File: src/hdl/pds_pkg.sv
// Shared widths, limits and handshake structs for the PLL divider search.
package pds_pkg;

    // Field widths of the stream payload
    localparam int REQ_W       = 33;
    localparam int SRC_W       = 32;
    localparam int IN_TDATA_W  = 72;
    localparam int OUT_TDATA_W = 96;

    // Internal datapath widths
    localparam int PC_W   = 30;
    localparam int QUOT_W = 30;
    localparam int R_W    = 7;
    localparam int M_W    = 17;
    localparam int MUL_A_W = 32;
    localparam int PROD_W = MUL_A_W + M_W;
    localparam int VT_W   = 33;
    localparam int DIFF_W = PROD_W + 1;

    // Shared divider widths
    localparam int DIV_W  = 53;
    localparam int DVS_W  = 30;
    localparam int STEP_W = 6;

    // Largest reference divider tried by default
    localparam int MAX_REF_DIV_DEF = 64;

    // Request from the sequencer to the divider
    typedef struct packed {
        logic              start;
        logic [STEP_W-1:0] steps;
        logic [DIV_W-1:0]  dividend;
        logic [DVS_W-1:0]  divisor;
    } t_div_req;

    // Response from the divider
    typedef struct packed {
        logic             done;
        logic [DIV_W-1:0] quotient;
    } t_div_rsp;

endpackage

File: src/hdl/pds_divider.sv
// Restoring divider, one quotient bit per cycle, dividend aligned to the top by the caller.
module pds_divider
    import pds_pkg::*;
(
    input  logic     i_clk,
    input  logic     i_rst_n,
    input  t_div_req i_req,
    output t_div_rsp o_rsp
);

    logic [DIV_W-1:0]  r_acc;
    logic [DVS_W-1:0]  r_rem;
    logic [DVS_W-1:0]  r_div;
    logic [STEP_W-1:0] r_cnt;
    logic              r_busy;
    logic              r_done;

    logic [DVS_W:0]    part;
    logic [DVS_W+1:0]  diff;
    logic              fits;

    // Trial subtract of the divisor from the partial remainder
    assign part = {r_rem, r_acc[DIV_W-1]};
    assign diff = {1'b0, part} - {2'b00, r_div};
    assign fits = ~diff[DVS_W+1];

    // Control: load on start, count the steps down, pulse done at the end
    always_ff @(posedge i_clk) begin
        if (!i_rst_n) begin
            r_busy <= 1'b0;
            r_done <= 1'b0;
            r_cnt  <= '0;
        end else if (i_req.start) begin
            r_busy <= 1'b1;
            r_done <= 1'b0;
            r_cnt  <= i_req.steps;
        end else if (r_busy) begin
            r_cnt <= STEP_W'(r_cnt - 1'b1);
            if (r_cnt == STEP_W'(1)) begin
                r_busy <= 1'b0;
                r_done <= 1'b1;
            end
        end else begin
            r_done <= 1'b0;
        end
    end

    // Datapath: shift dividend bits out of the top, quotient bits in at the bottom
    always_ff @(posedge i_clk) begin
        if (i_req.start) begin
            r_acc <= i_req.dividend;
            r_rem <= '0;
            r_div <= i_req.divisor;
        end else if (r_busy) begin
            r_acc <= {r_acc[DIV_W-2:0], fits};
            r_rem <= fits ? diff[DVS_W-1:0] : part[DVS_W-1:0];
        end
    end

    assign o_rsp.done     = r_done;
    assign o_rsp.quotient = r_acc;

endmodule

File: src/hdl/pll_divider_search.sv
// Top level of the PLL divider search: sequencer, shared multiplier and output register.
//
// Each transaction on the slave side carries a target rate and a reference rate and
// yields one transaction on the master side with the chosen divider settings. The block
// takes one item at a time: it is ready only while idle. The search tries the reference
// dividers in turn and stops early when a later divider brings the reference below 7 MHz.
// At most MAX_REF_DIV less the smallest legal divider plus one dividers are tried; with
// MAX_REF_DIV at 64 that is at most 64 dividers. The search time is set by the single
// bit-per-cycle divider, which runs one 53-step division for the VCO ratio, one 30-step
// division per candidate divider and one 53-step division for the achieved rate. A
// finished result waits in the output register while the next item is accepted.
module pll_divider_search
    import pds_pkg::*;
#(
    parameter int MAX_REF_DIV = MAX_REF_DIV_DEF
) (
    input  logic                   i_clk,
    input  logic                   i_rst_n,
    // Slave side: [32:0] target_rate, [64:33] ref_rate, rest zero
    input  logic                   i_s_tvalid,
    output logic                   o_s_tready,
    input  logic [IN_TDATA_W-1:0]  i_s_tdata,
    // Master side: [5:0] ref_div_field, [14:6] mult_field, [17:15] post_shift,
    // [20:18] filter_range, [46:21] pll_word, [89:47] achieved_rate, rest zero
    output logic                   o_m_tvalid,
    input  logic                   i_m_tready,
    output logic [OUT_TDATA_W-1:0] o_m_tdata,
    // Master side user: [0] parent_clamped
    output logic                   o_m_tuser
);

    // Sequencer states
    localparam logic [3:0] S_IDLE = 4'd0;
    localparam logic [3:0] S_PREP = 4'd1;
    localparam logic [3:0] S_QUOT = 4'd2;
    localparam logic [3:0] S_FR   = 4'd3;
    localparam logic [3:0] S_M0   = 4'd4;
    localparam logic [3:0] S_M1   = 4'd5;
    localparam logic [3:0] S_V0   = 4'd6;
    localparam logic [3:0] S_V1   = 4'd7;
    localparam logic [3:0] S_V2   = 4'd8;
    localparam logic [3:0] S_D0   = 4'd9;
    localparam logic [3:0] S_D1   = 4'd10;
    localparam logic [3:0] S_FIN1 = 4'd11;
    localparam logic [3:0] S_FIN2 = 4'd12;
    localparam logic [3:0] S_RATE = 4'd13;
    localparam logic [3:0] S_EMIT = 4'd14;

    // Frequency limits
    localparam logic [SRC_W-1:0] PAR_CEIL   = SRC_W'(600000000);
    localparam logic [SRC_W-1:0] PAR_FLOOR  = SRC_W'(7000000);
    localparam logic [PC_W-1:0]  REF_FLOOR  = PC_W'(7000000);
    localparam logic [PC_W-1:0]  LO_STEP1   = PC_W'(200000000);
    localparam logic [PC_W-1:0]  LO_STEP2   = PC_W'(400000000);
    localparam logic [VT_W-1:0]  VCO_TOP    = VT_W'(64'd4800000000);
    localparam logic [VT_W-1:0]  VCO_HALF   = VT_W'(64'd2400000000);
    // Target thresholds for the post-divider shift
    localparam logic [REQ_W-1:0] REQ_SHIFT6 = REQ_W'(73846153);
    localparam logic [REQ_W-1:0] REQ_Q6     = REQ_W'(75000000);
    localparam logic [REQ_W-1:0] REQ_Q5     = REQ_W'(150000000);
    localparam logic [REQ_W-1:0] REQ_Q4     = REQ_W'(300000000);
    localparam logic [REQ_W-1:0] REQ_Q3     = REQ_W'(600000000);
    localparam logic [REQ_W-1:0] REQ_Q2     = REQ_W'(1200000000);
    localparam logic [REQ_W-1:0] REQ_Q1     = REQ_W'(64'd2400000000);
    // Divider step counts and alignment
    localparam logic [STEP_W-1:0] STEPS_FULL = STEP_W'(DIV_W);
    localparam logic [STEP_W-1:0] STEPS_REF  = STEP_W'(PC_W);
    localparam int               VT_SHIFT   = 20;
    localparam int               M_ROUND    = 20;
    localparam int               M_SHIFT    = 21;

    // Jitter filter range from the divided reference
    function automatic logic [2:0] pick_filter(input logic [PC_W-1:0] fr);
        logic [2:0] a;
        if      (fr < PC_W'(11000000))  a = 3'd1;
        else if (fr < PC_W'(18000000))  a = 3'd2;
        else if (fr < PC_W'(30000000))  a = 3'd3;
        else if (fr < PC_W'(50000000))  a = 3'd4;
        else if (fr < PC_W'(80000000))  a = 3'd5;
        else if (fr < PC_W'(130000000)) a = 3'd6;
        else                            a = 3'd7;
        return a;
    endfunction

    logic [3:0]        r_state;
    logic [3:0]        n_state;

    logic [REQ_W-1:0]  r_req;
    logic [SRC_W-1:0]  r_src;
    logic [PC_W-1:0]   r_pc;
    logic              r_clamp;
    logic [2:0]        r_q;
    logic [VT_W-1:0]   r_vt;
    logic [R_W-1:0]    r_lo;
    logic [R_W-1:0]    r_r;
    logic [QUOT_W-1:0] r_quot;
    logic [PC_W-1:0]   r_fr;
    logic [M_W-1:0]    r_m;
    logic [PROD_W-1:0] r_prod;
    logic [DIFF_W-1:0] r_d;
    logic [VT_W-1:0]   r_win_d;
    logic [R_W-1:0]    r_win_r;
    logic [M_W-1:0]    r_win_m;
    logic [PC_W-1:0]   r_win_fr;
    logic [M_W-1:0]    r_first_m;
    logic [PC_W-1:0]   r_first_fr;
    logic [2:0]        r_filt;

    logic                   r_out_valid;
    logic [OUT_TDATA_W-1:0] r_out_data;
    logic                   r_out_user;

    t_div_req div_req;
    t_div_rsp div_rsp;

    logic [PC_W-1:0]    pc_c;
    logic               clamp_c;
    logic [2:0]         q_c;
    logic [VT_W-1:0]    vt_c;
    logic [R_W-1:0]     lo_c;
    logic               stop_c;
    logic               fr_low_c;
    logic [MUL_A_W-1:0] mul_a;
    logic [M_W-1:0]     mul_b;
    logic [PROD_W-1:0]  mul_p;
    logic [DIFF_W-1:0]  v_c;
    logic [DIFF_W-1:0]  vt_ext;
    logic [M_W-1:0]     m_adj;
    logic [R_W-1:0]     eff_r;
    logic [M_W-1:0]     eff_m;
    logic [PC_W-1:0]    eff_fr;
    logic               out_free;
    logic [5:0]         rf_c;
    logic [8:0]         mf_c;
    logic [25:0]        word_c;
    logic [42:0]        rate_c;

    // Clamp the reference and pick the lowest legal divider
    always_comb begin
        clamp_c = 1'b0;
        pc_c    = PC_W'(r_src);
        if (r_src > PAR_CEIL) begin
            pc_c    = PC_W'(PAR_CEIL);
            clamp_c = 1'b1;
        end
        if (r_src < PAR_FLOOR) begin
            pc_c    = REF_FLOOR;
            clamp_c = 1'b1;
        end
        if (pc_c <= LO_STEP1)      lo_c = R_W'(1);
        else if (pc_c <= LO_STEP2) lo_c = R_W'(2);
        else                       lo_c = R_W'(3);
    end

    // Post-divider shift and VCO target from the request
    always_comb begin
        if (r_req > REQ_Q1) begin
            q_c  = 3'd1;
            vt_c = VCO_TOP;
        end else if (r_req <= REQ_SHIFT6) begin
            q_c  = 3'd6;
            vt_c = VCO_HALF;
        end else begin
            if      (r_req <= REQ_Q6) q_c = 3'd6;
            else if (r_req <= REQ_Q5) q_c = 3'd5;
            else if (r_req <= REQ_Q4) q_c = 3'd4;
            else if (r_req <= REQ_Q3) q_c = 3'd3;
            else if (r_req <= REQ_Q2) q_c = 3'd2;
            else                      q_c = 3'd1;
            vt_c = VT_W'((REQ_W + 6)'(r_req) << q_c);
        end
    end

    // Loop exits and winner fallback
    assign stop_c   = (r_r >= R_W'(MAX_REF_DIV));
    assign fr_low_c = (r_r != r_lo) && (div_rsp.quotient[PC_W-1:0] < REF_FLOOR);
    assign eff_r    = (r_win_r == '0) ? r_lo       : r_win_r;
    assign eff_m    = (r_win_r == '0) ? r_first_m  : r_win_m;
    assign eff_fr   = (r_win_r == '0) ? r_first_fr : r_win_fr;

    // Shared multiplier operand selection
    always_comb begin
        case (r_state)
            S_M0: begin
                mul_a = MUL_A_W'(r_quot);
                mul_b = M_W'(r_r);
            end
            S_V0, S_V2: begin
                mul_a = MUL_A_W'(r_fr);
                mul_b = r_m;
            end
            S_FIN1: begin
                mul_a = r_src;
                mul_b = eff_m;
            end
            default: begin
                mul_a = '0;
                mul_b = '0;
            end
        endcase
    end
    assign mul_p = PROD_W'(mul_a) * PROD_W'(mul_b);

    // Multiplier adjustment from the first VCO estimate
    assign v_c    = {r_prod, 1'b0};
    assign vt_ext = DIFF_W'(r_vt);
    always_comb begin
        m_adj = r_m;
        if (v_c > vt_ext && r_m != '0) m_adj = M_W'(m_adj - 1'b1);
        if (v_c < DIFF_W'(VCO_HALF))   m_adj = M_W'(m_adj + 1'b1);
    end

    // Divider requests
    always_comb begin
        div_req.start    = 1'b0;
        div_req.steps    = STEPS_REF;
        div_req.dividend = {r_pc, (DIV_W - PC_W)'(0)};
        div_req.divisor  = DVS_W'(r_r);
        case (r_state)
            S_PREP: begin
                div_req.start    = 1'b1;
                div_req.steps    = STEPS_FULL;
                div_req.dividend = {vt_c, VT_SHIFT'(0)};
                div_req.divisor  = DVS_W'(pc_c);
            end
            S_QUOT: begin
                div_req.start = div_rsp.done;
            end
            S_D1: begin
                div_req.start   = ~stop_c;
                div_req.divisor = DVS_W'(R_W'(r_r + 1'b1));
            end
            S_FIN2: begin
                div_req.start    = 1'b1;
                div_req.steps    = STEPS_FULL;
                div_req.dividend = DIV_W'({r_prod, 1'b0});
                div_req.divisor  = DVS_W'(r_win_r);
            end
            default: begin
                div_req.start = 1'b0;
            end
        endcase
    end

    pds_divider u_divider (
        .i_clk   (i_clk),
        .i_rst_n (i_rst_n),
        .i_req   (div_req),
        .o_rsp   (div_rsp)
    );

    // Next state
    assign out_free = ~r_out_valid | i_m_tready;
    always_comb begin
        n_state = r_state;
        case (r_state)
            S_IDLE: if (i_s_tvalid) n_state = S_PREP;
            S_PREP: n_state = S_QUOT;
            S_QUOT: if (div_rsp.done) n_state = S_FR;
            S_FR: begin
                if (div_rsp.done) n_state = fr_low_c ? S_FIN1 : S_M0;
            end
            S_M0:   n_state = S_M1;
            S_M1:   n_state = S_V0;
            S_V0:   n_state = S_V1;
            S_V1:   n_state = S_V2;
            S_V2:   n_state = S_D0;
            S_D0:   n_state = S_D1;
            S_D1:   n_state = stop_c ? S_FIN1 : S_FR;
            S_FIN1: n_state = S_FIN2;
            S_FIN2: n_state = S_RATE;
            S_RATE: if (div_rsp.done) n_state = S_EMIT;
            S_EMIT: if (out_free) n_state = S_IDLE;
            default: n_state = S_IDLE;
        endcase
    end

    always_ff @(posedge i_clk) begin
        if (!i_rst_n) begin
            r_state <= S_IDLE;
        end else begin
            r_state <= n_state;
        end
    end

    // Search datapath
    always_ff @(posedge i_clk) begin
        case (r_state)
            S_IDLE: begin
                if (i_s_tvalid) begin
                    r_req <= i_s_tdata[REQ_W-1:0];
                    r_src <= i_s_tdata[REQ_W +: SRC_W];
                end
            end
            S_PREP: begin
                r_pc     <= pc_c;
                r_clamp  <= clamp_c;
                r_q      <= q_c;
                r_vt     <= vt_c;
                r_lo     <= lo_c;
                r_r      <= lo_c;
                r_win_d  <= VCO_TOP;
                r_win_r  <= '0;
                r_win_m  <= '0;
                r_win_fr <= '0;
            end
            S_QUOT: begin
                if (div_rsp.done) r_quot <= div_rsp.quotient[QUOT_W-1:0];
            end
            S_FR: begin
                if (div_rsp.done) r_fr <= div_rsp.quotient[PC_W-1:0];
            end
            S_M0, S_V0, S_V2: begin
                r_prod <= mul_p;
            end
            S_M1: begin
                r_m <= M_W'((DIFF_W'(r_prod) + (DIFF_W'(1) << M_ROUND)) >> M_SHIFT);
            end
            S_V1: begin
                r_m <= m_adj;
            end
            S_D0: begin
                r_d <= (vt_ext > v_c) ? DIFF_W'(vt_ext - v_c) : DIFF_W'(v_c - vt_ext);
            end
            S_D1: begin
                // Keep the first candidate for the fallback, the closest as the winner
                if (r_r == r_lo) begin
                    r_first_m  <= r_m;
                    r_first_fr <= r_fr;
                end
                if (r_d < DIFF_W'(r_win_d)) begin
                    r_win_d  <= VT_W'(r_d);
                    r_win_r  <= r_r;
                    r_win_m  <= r_m;
                    r_win_fr <= r_fr;
                end
                if (!stop_c) r_r <= R_W'(r_r + 1'b1);
            end
            S_FIN1: begin
                r_win_r <= eff_r;
                r_win_m <= eff_m;
                r_filt  <= pick_filter(eff_fr);
                r_prod  <= mul_p;
            end
            default: begin
                r_m <= r_m;
            end
        endcase
    end

    // Pack the result fields
    assign rf_c   = 6'(R_W'(r_win_r - 1'b1));
    assign mf_c   = (r_win_m != '0) ? 9'(M_W'(r_win_m - 1'b1)) : 9'd0;
    assign word_c = {5'b10000, r_filt, r_q, mf_c, rf_c};
    assign rate_c = 43'(div_rsp.quotient >> r_q);

    // Output register: load when free, drop valid once the transaction completes
    always_ff @(posedge i_clk) begin
        if (!i_rst_n) begin
            r_out_valid <= 1'b0;
        end else if (r_state == S_EMIT && out_free) begin
            r_out_valid <= 1'b1;
        end else if (i_m_tready) begin
            r_out_valid <= 1'b0;
        end
    end

    always_ff @(posedge i_clk) begin
        if (r_state == S_EMIT && out_free) begin
            r_out_data <= OUT_TDATA_W'({rate_c, word_c, r_filt, r_q, mf_c, rf_c});
            r_out_user <= r_clamp;
        end
    end

    assign o_s_tready = (r_state == S_IDLE);
    assign o_m_tvalid = r_out_valid;
    assign o_m_tdata  = r_out_data;
    assign o_m_tuser  = r_out_user;

endmodule

File: config.mk
export PLATFORM = sky130hd
export DESIGN_NAME = pll_divider_search
export DESIGN_NICKNAME = d
export VERILOG_FILES = /design/src/hdl/pds_pkg.sv /design/src/hdl/pds_divider.sv /design/src/hdl/pll_divider_search.sv
export SDC_FILE = /design/constraint.sdc
export NUM_CORES = 2
export LEC_CHECK = 0
export BUFFER_PORTS_ARGS = -buffer_cell sky130_fd_sc_hd__buf_2
export CAP_MARGIN = 20
export CORE_AREA = 5 5 333 335
export DETAILED_ROUTE_END_ITERATION = 12
export DIE_AREA = 0 0 338 340
export HOLD_SLACK_MARGIN = 0.08
export PLACE_DENSITY = 0.63
export SYNTH_ARGS = -nofsm -noshare
export SYNTH_HDL_FRONTEND = slang
export SYNTH_SLANG_ARGS = --single-unit
File: constraint.sdc
create_clock -name i_clk -period 20.1 [get_ports i_clk]
set_clock_uncertainty 0.2 [all_clocks]
set_input_delay 2.01 -clock i_clk [delete_from_list [all_inputs] [get_ports i_clk]]
set_output_delay 2.01 -clock i_clk [all_outputs]
set_load 0.005 [all_outputs]
# Yosys cells after proc, flatten, opt, wreduce, memory -nomap -nowiden
# Cells that the tools add are included.
# word_totals
register_bits	671
inputBits	76
# op_classes
reduce_logical	26
mux	61
n_mul	1
n_addsub	10
n_shift	2
bitwise	6
n_eq_ne	25
n_lt_le_gt_ge	23
# ops
cell	count
$mux W30	5
$pmux W59 S2	1
$mux W53	2
$pmux W17 S3	2
$mux W33	3
$pmux W32 S3	1
$pmux W30 S3	1
$mux W17	4
$le A33 B27 Y1 const B	2
$pmux W33 S2	1
$lt A30 B25 Y1 const B	2
$lt A30 B27 Y1 const B	2
$pmux W30 S2	1
$pmux W4 S15	1
$shr A53 B3 Y43	1
$gt A33 B50 Y1	1
$gt A50 B33 Y1	1
$lt A50 B32 Y1 const B	1
$lt A50 B33 Y1	1
$mux W50	1
$sub A33 B50 Y50	1
$sub A50 B33 Y50	1
$mul A32 B17 Y49	1
$add A38 B21 Y38 const B	1
other kinds (54)	116

# Depth between registers and ports, before layout
# depth
word_depth	13
mapped_depth	35
ltp_nobuf	31

# Modules after synthesis
# From an unflattened synthesis, not the netlist that was laid out.
# unflattened
hier_cells	5453
hier_area_um2	53649.0
# modules_own_cells
module	area_each_um2	cells_each	seq_area_each_um2	n_inst
pll_divider_search	47179.0	4855	15324.7	1
pds_divider	6470.0	598	3253.1	1

# Worst setup path after synthesis
# No wires, ideal clock.
# synth_timing
kind	register to register
start	register r_win_r[0]
end	register r_prod[43] (data pin)
period_less_slack_ns	8.696
arrival_time_ns	8.237
slack_ns	11.404
path_stages_with_launch	32
path_cell_list	edfxtp_1 inv_1 ha_1 nand3_1 clkbuf_1 buf_1 clkbuf_1 nand2_1 a21oi_1 a21o_1 clkbuf_1 nand2_1 fa_1 inv_1 fa_1 fa_1 fa_1 fa_1 inv_1 fa_1 inv_1 ha_1 a21o_1 a21oi_1 nor2b_1 a311oi_1 nand4_1 a41oi_1 o21ai_0 a211oi_1 o21ai_0 xnor2_1
# synth_between
elab_chain_cells	4
# synth_lines
element	line_no	source
start: declaration	pll_divider_search.sv:102	logic [R_W-1:0] r_win_r;
start signal: assignment	pll_divider_search.sv:333	r_win_r <= r_r;
start signal: assignment	pll_divider_search.sv:340	r_win_r <= eff_r;
$logic_not A7 Y1	pll_divider_search.sv:178	assign eff_m = (r_win_r == '0) ? r_first_m : r_win_m;
$mux W17	pll_divider_search.sv:178	
$pmux W17 S3	pll_divider_search.sv:183	case (r_state)
$mul A32 B17 Y49	pll_divider_search.sv:202	assign mul_p = PROD_W'(mul_a) * PROD_W'(mul_b);
via mul_p[43]	pll_divider_search.sv:125	logic [PROD_W-1:0] mul_p;
end signal: assignment	pll_divider_search.sv:314	r_prod <= mul_p;
end signal: assignment	pll_divider_search.sv:343	r_prod <= mul_p;
end: declaration	pll_divider_search.sv:99	logic [PROD_W-1:0] r_prod;
# The timed path passes the listed nets, and every way through them passes these cells.
# A chain may end at the register's enable or synchronous reset.

# Final worst setup path
# layout_timing
start	register r_state[2]
end	register r_prod[43] (data pin)
# layout_between
elab_chain_cells	4
# layout_lines
element	line_no	source
start: declaration	pll_divider_search.sv:85	logic [3:0] r_state;
start signal: assignment	pll_divider_search.sv:282	r_state <= n_state;
$eq A4 B3 Y1 / $eq A4 B4 Y1 (equally long branches)	pll_divider_search.sv:183	
$reduce_or A2 Y1	pll_divider_search.sv:183	
$pmux W32 S3 / $pmux W17 S3 (equally long branches)	pll_divider_search.sv:183	
$mul A32 B17 Y49 (*)	pll_divider_search.sv:202	
via mul_p[43]	pll_divider_search.sv:125	
# The timed path passes the listed nets; every way through them passes the cells marked *.

==> run metrics <==
post-CTS setup buffer count 0; Sw Share 0.414; clk_lat worst skew ~0.68 ns; DRC 0; Clk pwr share 0.225; fill cell count roughly 9700; VDD IR-drop max ~0.000069 V; async set or reset register ratio after synthesis 0; CTS max path bufs 3; placed insts 6716; Chip Width approximately 340 um; vias in the first global route roughly 40000; Gate power share 0.395; total power 6.20 mW; Max H-tree Level 3; met2 WL 78600 um; largest net degree at the start of global routing 70; routed len/inst 25.6 um; commonest non-fill, non-tap cells in the layout 705 x inv_1, 631 x nand2_1, 590 x edfxtp_1, 452 x fa_1, 409 x nor2_1; setup violators final 0; headroom to the max-slew limit 0.222; Sink Count between 600 and 700; setup TNS 0 ns; worst setup path class reg2reg; Sequential Power Share 0.380; initial drt markers 4866; grt ovf 0; starting density of the core 0.495; share of cells above drive strength 1 0.0926; Vias ~42000; Antenna Nets Post-Route 0; hold path cells 0; Crit. End Element register; final WL approximately 180000 um; Die Y-Extent ~340 um; die area ~110000 sq um; post-synth cell types just over 100; Final Slew Violations 0; Arrival @ worst endpoint between 10 and 15 ns; syn avg cell area between 9 and 10 sq um; Syn Std Cell Area between 50000 and 60000 sq um; IO Count between 150 and 200; max cap viols 0; Routability Congestion between 1 and 1.5; NetSw roughly 2.6 mW; initial antenna violation count 5; commonest non-fill, non-tap cell in the layout inv_1; Core Area ~110000 sq um; min cycle time layout between 10 and 15 ns; CTS Root Buffer Type clkbuf_16; fin crit share 0.509; Fmax achieved between 90 and 100 MHz; Int Power 3.63 mW; crit start category register; Reg2Reg Setup Slack a little under 10 ns; port buffer count 156; NumNets Final around 6200; P&R area growth vs syn 8.28%; total CTS buffers 75; WHS about 0.22 ns; via/cell ratio between 6 and 7; Top FF cell, synth edfxtp_1; gr usage total 0.302; FF/Latch Area around 19000 sq um; critical path peak fanout 56; Reg clk slew, reported paths about 0.06 ns; CTS tree built; #FFs+latches synth 633; Warnings, synthesis 0; FP Rows 121; share of the yosys chip area belonging to registers 0.348; global-route wire length before repair around 260000 um; DRT Pass-1 Iters 7; P_leak 24.5 nW; Slowest cell on crit path a21o_1; Hold Path Class reg2reg; DR WL met3 around 17000 um; power density cells 107 nW/um^2; cts repair resizes 0; EDFF count, synth 590; Post-Synthesis Cells between 5000 and 6000; Hold Buf Count CTS 0; Worst Tran Pin Value 1.16 ns; area of the multi-input gates 30900 sq um; CP peak stage delay ~0.7 ns; Detail Placement HPWL roughly 130000 um; DR top layer met4; WP data required 20.28 ns; RSZ-0062 raised after global routing false; post-route insts no fill just under 7000; cells on worst reg2reg path 29; Met1 Wirelength around 70000 um; outcome completed; Final Hold Fails 0
synthesized netlist by cell type, types with 57 or more instances:
library cell,number,area share
inv_1,708,0.050
a21oi_1,247,0.023
and2_1,135,0.016
clkbuf_1,240,0.017
nor2_1,416,0.029
o21ai_0,140,0.013
nand2_1,631,0.044
edfxtp_1,590,0.33
xor2_1,57,0.0094
a21o_1,109,0.015
nand3_1,57,0.0053
fa_1,452,0.17
nor3_1,81,0.0076
xnor2_1,113,0.019
mux2i_1,128,0.024
ha_1,258,0.060
sequential cells by signal, summed over array words and instances (netlist names), 24 cells and up:
name             count
r_src               32
r_win_d             33
r_prod              49
r_win_fr            24
r_req               33
r_quot              30
u_divider.r_div     30
r_first_fr          24
r_vt                33
o_m_tdata           64
r_d                 50
u_divider.r_rem     30
u_divider.r_acc     53
r_fr                30
r_pc                30
final cells by class:
cell class / count / share of cell area
flip-flops and latches: 633 / 0.321
multi-input cells: 3729 / 0.535
clock inverters: 45 / 0.00881
diodes: 5 / 0.000217
repair buffers: 227 / 0.0227
well taps: 1414 / 0.0306
clock buffers: 93 / 0.0345
inverters: 713 / 0.0464
worst max-delay path: cells and delay by family (launching register included):
| family | cells | cell delay (ns) |
|---|---|---|
| XOR/XNOR | 1 | 0.15 |
| flip-flops | 1 | 0.69 |
| buffers and inverters | 8 | 1.44 |
| AND/OR/NAND/NOR | 6 | 0.92 |
| adder cells (fa/ha/maj) | 7 | 3.48 |
| AO/OA/AOI/OAI | 7 | 3.03 |
per-layer routing:
metal / GRT usage / vias up
met5: 0 / -
met4: 0.120 / 0
met3: 0.0608 / 399
met2: 0.465 / 2051
met1: 0.423 / 21000
li1: - / 18400
kinds of logic after synthesis:
| family | after synthesis | share of synthesized area |
|---|---|---|
| other | 2 | 0.000141 |
| buffers and inverters | 1036 | 0.0757 |
| DFF | 633 | 0.348 |
| AOI/OAI and AO/OA | 977 | 0.126 |
| muxes | 212 | 0.0481 |
| adders and majority gates | 710 | 0.230 |
| xor gates and xnor gates | 170 | 0.0279 |
| and+or+nand+nor | 1648 | 0.144 |
per-stage QoR:
step	worst slack [ns]	instance area, sq um	util
final	9.87	57800	0.536
after global routing	9.30	57800	0.536
after CTS	10.02	57800	0.536
after detailed placement	10.12	55300	0.513
after global placement	10.10	55300	0.513
after floorplan	11.40	53400	-
power groups by stage:
| stage | registers (mW) | clock network (mW) | logic [mW] |
|---|---|---|---|
| 2_1_floorplan | 2.09 | 0 | 1.76 |
| 3_3_place_gp | 2.36 | 0 | 2.37 |
| 3_5_place_dp | 2.36 | 0 | 2.39 |
| 4_1_cts | 2.33 | 1.41 | 2.41 |
| 5_1_grt | 2.36 | 1.47 | 2.64 |
| 6_report | 2.36 | 1.39 | 2.45 |
path summary, 6_finish.rpt:
kind	startpoint	endpoint
worst min-delay path	r_filt[0]	o_m_tdata[39]
worst min register to register	r_filt[0]	o_m_tdata[39]
worst max register to register	r_state[2]	r_prod[43]
worst max-delay path	r_state[2]	r_prod[43]
No activity file was read; power rests on OpenSTA's default activity.
